<file path="src/rtl/assert_macros.svh">
// Assertion helpers shared by the RTL.
// ASSERT_CLK checks a property at each rising clock edge outside reset.
// ASSERT_NEVER checks that a condition is never true outside reset.
`ifndef ASSERT_MACROS_SVH
`define ASSERT_MACROS_SVH

`ifndef SYNTHESIS

`define ASSERT_CLK(lbl, clk, rst_n, prop, msg) \
    lbl: assert property (@(posedge clk) disable iff (!rst_n) prop) else $error(msg);

`define ASSERT_NEVER(lbl, clk, rst_n, cond, msg) \
    lbl: assert property (@(posedge clk) disable iff (!rst_n) !(cond)) else $error(msg);

`else

`define ASSERT_CLK(lbl, clk, rst_n, prop, msg)

`define ASSERT_NEVER(lbl, clk, rst_n, cond, msg)

`endif

`endif

</file>
<file path="src/rtl/lph_pkg.sv">
`timescale 1ns / 1ps

package lph_pkg;

    localparam int TABLE_SLOTS_DEF = 127;

    localparam int OP_W     = 2;
    localparam int KEY_W    = 32;
    localparam int DATA_W   = 32;
    localparam int STATUS_W = 3;
    localparam int SLOT_W   = 7;

    localparam logic [OP_W-1:0] OP_INSERT = 2'd0;
    localparam logic [OP_W-1:0] OP_DELETE = 2'd1;
    localparam logic [OP_W-1:0] OP_SEARCH = 2'd2;

    localparam logic [STATUS_W-1:0] ST_INSERTED = 3'd0;
    localparam logic [STATUS_W-1:0] ST_PRESENT  = 3'd1;
    localparam logic [STATUS_W-1:0] ST_FULL     = 3'd2;
    localparam logic [STATUS_W-1:0] ST_FOUND    = 3'd3;
    localparam logic [STATUS_W-1:0] ST_MISSING  = 3'd4;
    localparam logic [STATUS_W-1:0] ST_DELETED  = 3'd5;
    localparam logic [STATUS_W-1:0] ST_INVALID  = 3'd6;

    // Commands from the controller to the datapath.
    typedef struct packed {
        logic                capture;
        logic                j_home;
        logic                j_advance;
        logic                key_we;
        logic                key_zero;
        logic                data_we;
        logic                out_load;
        logic                keep_slot;
        logic                keep_data;
        logic [STATUS_W-1:0] status;
    } cmd_t;

    // Status from the datapath to the controller.
    typedef struct packed {
        logic            invalid;
        logic [OP_W-1:0] op;
        logic            mod_done;
        logic            match;
        logic            empty;
        logic            probe_last;
        logic            j_last;
    } stat_t;

endpackage

</file>
<file path="src/rtl/lph_ctrl.sv">
`timescale 1ns / 1ps
`include "assert_macros.svh"

module lph_ctrl (
    input  logic            clk,
    input  logic            rst_n,
    input  logic            req_valid,
    output logic            req_ready,
    output logic            rsp_valid,
    input  logic            rsp_ready,
    input  lph_pkg::stat_t  st,
    output lph_pkg::cmd_t   cmd
);

    localparam logic [1:0] S_CLEAR = 2'd0;
    localparam logic [1:0] S_IDLE  = 2'd1;
    localparam logic [1:0] S_MOD   = 2'd2;
    localparam logic [1:0] S_PROBE = 2'd3;

    logic [1:0] state_reg, state_next;
    logic       out_valid_reg, out_valid_next;
    logic       out_free;

    assign out_free = !out_valid_reg || rsp_ready;

    always_comb
    begin
        state_next = state_reg;
        req_ready  = 1'b0;
        cmd        = '0;
        case (state_reg)
            S_CLEAR:
            begin
                cmd.j_advance = 1'b1;
                cmd.key_we    = 1'b1;
                cmd.key_zero  = 1'b1;
                if (st.j_last)
                begin
                    state_next = S_IDLE;
                end
            end
            S_IDLE:
            begin
                req_ready = 1'b1;
                if (req_valid)
                begin
                    cmd.capture = 1'b1;
                    state_next  = S_MOD;
                end
            end
            S_MOD:
            begin
                if (st.invalid)
                begin
                    if (out_free)
                    begin
                        cmd.out_load = 1'b1;
                        cmd.status   = lph_pkg::ST_INVALID;
                        state_next   = S_IDLE;
                    end
                end
                else if (st.mod_done)
                begin
                    cmd.j_home = 1'b1;
                    state_next = S_PROBE;
                end
            end
            S_PROBE:
            begin
                if (st.op == lph_pkg::OP_INSERT)
                begin
                    if (st.match)
                    begin
                        if (out_free)
                        begin
                            cmd.out_load  = 1'b1;
                            cmd.keep_slot = 1'b1;
                            cmd.status    = lph_pkg::ST_PRESENT;
                            state_next    = S_IDLE;
                        end
                    end
                    else if (st.empty)
                    begin
                        if (out_free)
                        begin
                            cmd.key_we    = 1'b1;
                            cmd.data_we   = 1'b1;
                            cmd.out_load  = 1'b1;
                            cmd.keep_slot = 1'b1;
                            cmd.status    = lph_pkg::ST_INSERTED;
                            state_next    = S_IDLE;
                        end
                    end
                    else if (st.probe_last)
                    begin
                        if (out_free)
                        begin
                            cmd.out_load = 1'b1;
                            cmd.status   = lph_pkg::ST_FULL;
                            state_next   = S_IDLE;
                        end
                    end
                    else
                    begin
                        cmd.j_advance = 1'b1;
                    end
                end
                else
                begin
                    // Search and delete step over empty slots.
                    if (st.match)
                    begin
                        if (out_free)
                        begin
                            cmd.out_load  = 1'b1;
                            cmd.keep_slot = 1'b1;
                            cmd.keep_data = 1'b1;
                            if (st.op == lph_pkg::OP_DELETE)
                            begin
                                cmd.key_we   = 1'b1;
                                cmd.key_zero = 1'b1;
                                cmd.status   = lph_pkg::ST_DELETED;
                            end
                            else
                            begin
                                cmd.status   = lph_pkg::ST_FOUND;
                            end
                            state_next = S_IDLE;
                        end
                    end
                    else if (st.probe_last)
                    begin
                        if (out_free)
                        begin
                            cmd.out_load = 1'b1;
                            cmd.status   = lph_pkg::ST_MISSING;
                            state_next   = S_IDLE;
                        end
                    end
                    else
                    begin
                        cmd.j_advance = 1'b1;
                    end
                end
            end
            default:
            begin
                state_next = S_CLEAR;
            end
        endcase
    end

    assign out_valid_next = cmd.out_load ? 1'b1 : (rsp_ready ? 1'b0 : out_valid_reg);

    always_ff @(posedge clk or negedge rst_n)
    begin
        if (!rst_n)
        begin
            state_reg     <= S_CLEAR;
            out_valid_reg <= 1'b0;
        end
        else
        begin
            state_reg     <= state_next;
            out_valid_reg <= out_valid_next;
        end
    end

    assign rsp_valid = out_valid_reg;

    `ASSERT_NEVER(a_no_result_overwrite, clk, rst_n, cmd.out_load && out_valid_reg && !rsp_ready, "result overwritten while held")
    `ASSERT_NEVER(a_data_with_key, clk, rst_n, cmd.data_we && !(cmd.key_we && !cmd.key_zero), "data written without its key")
    `ASSERT_CLK(a_accept_starts, clk, rst_n, (req_valid && req_ready) |=> (state_reg == S_MOD), "accepted item did not start")
    `ASSERT_CLK(a_load_ends, clk, rst_n, cmd.out_load |=> (state_reg == S_IDLE) && rsp_valid, "result load did not finish item")

endmodule

</file>
<file path="config.mk">
export PLATFORM = sky130hd
export DESIGN_NAME = lph_ctrl
export DESIGN_NICKNAME = d
export VERILOG_FILES = /design/src/rtl/lph_pkg.sv /design/src/rtl/lph_ctrl.sv
export VERILOG_INCLUDE_DIRS = /design/src /design/src/rtl
export SDC_FILE = /design/constraint.sdc
export NUM_CORES = 1
export LEC_CHECK = 0
export ABC_CLOCK_PERIOD_IN_PS = 2600
export BUFFER_PORTS_ARGS = -buffer_cell sky130_fd_sc_hd__buf_2
export CORE_AREA = 2 2 39 41
export CTS_CLUSTER_DIAMETER = 60
export DETAILED_ROUTE_END_ITERATION = 12
export DIE_AREA = 0 0 41 43
export PLACE_DENSITY = 0.68
export SLEW_MARGIN = 20
export SYNTH_ARGS = -nofsm -noshare
export SYNTH_HDL_FRONTEND = slang
export SYNTH_SLANG_ARGS = --single-unit
</file>
<file path="constraint.sdc">
create_clock -name clk -period 2.6 [get_ports clk]
set_clock_uncertainty 0.15 [all_clocks]
set_input_delay 0.26 -clock clk [delete_from_list [all_inputs] [get_ports clk]]
set_output_delay 0.26 -clock clk [all_outputs]
set_load 0.005 [all_outputs]
</file>
=== Word-level counts from Yosys, hierarchy flattened ===
Cells that the tools add are included.

* Register bits: 3
* Input bits: 12
* Output and inout port bits: 14
* Logic and storage cells: 77

* Eq/ne operators: 7
* Muxes and demuxes: 62
* Reduce and logical (&&, ||, !) cells: 6

{| class="wikitable"
|+ Operators with widths
! kind !! count
|-
| 2-bit two-way mux || 23
|-
| 3-bit two-way mux || 9
|-
| 1-bit two-way mux || 25
|-
| 3-bit case mux with 2 select lines || 2
|-
| 2-bit case mux with 4 select lines || 1
|-
| 6-bit two-way mux || 1
|-
| 2-bit by 1-bit == test with 1-bit output, second input constant || 2
|-
| 2-bit == test, second input constant || 2
|-
| 2-bit zero test || 2
|-
| 2-bit inequality test, second input constant || 2
|-
| 3-bit inequality test, second input constant || 1
|-
| 3-bit AND reduction || 1
|-
| 1-bit case mux with 2 select lines || 1
|-
| 2-bit nonzero test || 1
|-
| 1-bit zero test || 1
|-
| 1-bit logical OR || 1
|}

=== Depth between registers and ports, before layout ===
* Word-level depth: 9
* Gate-level depth with buffers: 6

=== Worst setup path before layout ===
OpenSTA, ideal clock, no wires.

* Kind: register to output
* Start point: reg state_reg[0]
* End point: out cmd[8] (netlist bit)
* Arrival time: 1.287 ns
* Path slack: 0.903 ns
* Stages on the path, launching flop included: 5
* Path buffers: 0
* Cell sequence: dfrtp_1 -> ha_1 -> nand2_1 -> or3_1 -> a21oi_1

{| class="wikitable"
|+ RTL lines
! element !! RTL line !! source
|-
| from (decl) || lph_ctrl.sv:20 || <nowiki>logic [1:0] state_reg, state_next;</nowiki>
|-
| from (signal assigned) || lph_ctrl.sv:164 || <nowiki>state_reg <= state_next;</nowiki>
|-
| to (decl) || lph_ctrl.sv:12 || <nowiki>output lph_pkg::cmd_t cmd</nowiki>
|}

==> impl_results.md <==
- Status: complete, no violations
- Antenna Nets Post-Route: 0
- Max-Slew Margin vs Limit: 82.2%
- Hold Buf Count CTS: 1
- Post-synthesis cell count: 58
- Initial antenna violation count: 0
- Worst Path Required: 2.19 ns
- Power Dens Cells: 955 nW/um^2
- RSZ-0062 raised after global routing: false
- Register bit total from synthesis: 3
- Routability Congestion: 0.789
- Overall die width: 41 microns
- Worst Setup Start Kind: flop
- Syn avg cell area: 7.42 sq um
- WL per Instance: 10.4 microns
- Total clock sinks: 3
- Dpl ws: 0.675 ns
- Total CTS buffers: 3
- Synth warnings: 0
- Detailed Route WL: 1.06 mm
- Hpwl dp: 900 microns
- Register area share after synthesis: 17.4%
- Area of the multi-input gates: 318 sq um
- Reg area: 75.1 sq um
- Non-filler cells, final: 102
- Layout area overhead: 37.8%
- Total setup buffers inserted after CTS: 0
- Largest net degree at the start of global routing: 10
- Final setup margin: 0.420 ns
- Crit path kind: flop to output pin
- Detailed Routing Iterations Pass 1: 4
- DR vias/cell: 5.03
- Mapped Area: 430 sq um
- CTS tree: built
- Post-CTS Resized: 0
- Area of the core: 1380 sq um
- Peak supply drop: 0.500 mV
- Initial DRC count: 6
- Met2 usage: 20.0%
- Grt peak-use layer: met2
- Netlist cell types: 28
- Clk buf depth: 2
- Max Clock Freq: 0.459 GHz
- Die Y: 43 microns
- Fin util: 42.9%
- Worst-skew pair later-pin latency: 0.23 ns
- Crit Path Max Fanout: 7
- Setup TNS: 0 ns
- Static leakage: 0.000315 uW
- PortBufs: 25
- Area of the die: 1760 sq um
- Syn nets: 74
- Root buffer cell: clkbuf_4
- Slew Limit Fails: 0
- Met3 Use GR: 0%
- Initial core utilization: 31.1%
- Commonest non-fill, non-tap cell in the layout: buf_2
- Vias: 513
- Tcrit/Tclk final: 83.9%
- Fillcell total: 150
- Clock-pin slew on the worst setup and hold paths: 0.04 ns
- Worst Hold Class: input pin to asynchronous set/reset pin
- Total Routing Usage GR: 13.0%
- IO Count: 26
- H-tree depth: 1
- Worst Tran Pin Value: 0.266 ns
- Critical path arrival: 1.77 ns
- Post-Place Cells: 97
- Number of flip-flops in the largest register: 2
- Vias in the first global route: 433
- N_diodes: 0
- First-pass GRT wire length: 1.61 mm
- Cell Rows: 14
- Final setup viols: 0
- Fraction of layout instances using a drive strength above 1: 37.2%
- Post-route DRC: 0
- MaxCap Viol Count: 0
- Met1 Track Usage GR: 17.2%
- Min cycle time layout: 2.18 ns
- Crit path capture type: output pin
- Final Hold Viols: 0
- Gr ovfl total: 0
- Most frequent cells in the layout: buf_2 (25), nor2_1 (8), a21oi_1 (7)
- # nets final: 103
cells in the mapped netlist, drive strengths merged:
cell | count | area share, %
o22ai | 2 | 2.9
and2 | 2 | 2.9
or3b | 1 | 2.0
a2111oi | 1 | 3.5
dfrtp | 3 | 17
a32oi | 1 | 2.0
and3 | 1 | 1.7
or3 | 1 | 1.5
and2b | 1 | 1.7
nor2 | 8 | 7.0
a31oi | 2 | 2.9
nand3b | 1 | 1.7
nor2b | 1 | 1.5
or2b | 1 | 2.0
a41oi | 1 | 2.0
o311a | 1 | 2.3
nand2b | 2 | 2.9
ha | 4 | 12
nor3 | 1 | 1.2
nand3 | 1 | 1.2
buf | 2 | 4.4
a21oi | 7 | 8.1
nand2 | 5 | 4.4
o32ai | 1 | 2.0
a21boi | 1 | 1.7
nor3b | 1 | 2.9
inv | 5 | 4.4
layout make-up:
cell class / instances / area share [%]
clock buffers: 4 / 4.43
inverters: 5 / 3.16
multi-input cells: 48 / 53.6
flip-flops and latches: 3 / 12.7
well taps: 16 / 3.38
repair buffers: 26 / 22.8
metrics by stage:
stage               hold slack (ns)  total power, uW  cell area (sq um)
floorplan                    -0.186              364                430
global placement            -0.0942              482                557
detailed placement          -0.0943              487                557
CTS                           0.186              576                593
global route                  0.205              630                593
finish                        0.205              566                593
final timing paths:
kind	slack (ns)	depth (start not counted)	end	start
min in group clk	0.20	3	rsp_valid	rsp_ready
setup / recovery	0.42	5	cmd[8]	state_reg[0]
hold / removal	0.20	2	state_reg[0]	rst_n
max in group asynchronous	1.99	2	state_reg[1]	rst_n
hold reg to reg	0.41	1	state_reg[1]	state_reg[1]
setup reg to reg	0.87	6	state_reg[1]	state_reg[0]
per-layer routing:
| layer | vias up | routed length, microns |
|---|---|---|
| li1 | 265 | - |
| met3 | 0 | 73 |
| met4 | 0 | 0 |
| met2 | 19 | 530 |
| met5 | - | 0 |
| met1 | 229 | 456 |
power breakdown:
part | leakage [uW] | internal [uW] | total (uW) | switching, uW
Sequential | 0.0000356 | 72.8 | 101 | 28.2
Clock | 0.0000150 | 57.5 | 81.0 | 23.5
Combinational | 0.000265 | 177 | 384 | 208
Total | 0.000315 | 307 | 566 | 259
critical path, stage by stage, from the launching register on:
cell     delay, ns
dfrtp_1       0.44
ha_1          0.30
nand2_1       0.14
or3_1         0.37
a21oi_1       0.15
buf_2         0.13
kinds of logic (layout without fill, tap and decap cells):
group | count (synthesis) | in the layout | synth area share [%]
buffers and inverters | 7 | 35 | 8.72
AO/OA/AOI/OAI | 17 | 17 | 27.6
AND/OR/NAND/NOR | 27 | 27 | 34.6
adder cells (fa/ha/maj) | 4 | 4 | 11.6
flip-flops | 3 | 3 | 17.4
(Power assumes the default switching activity.)
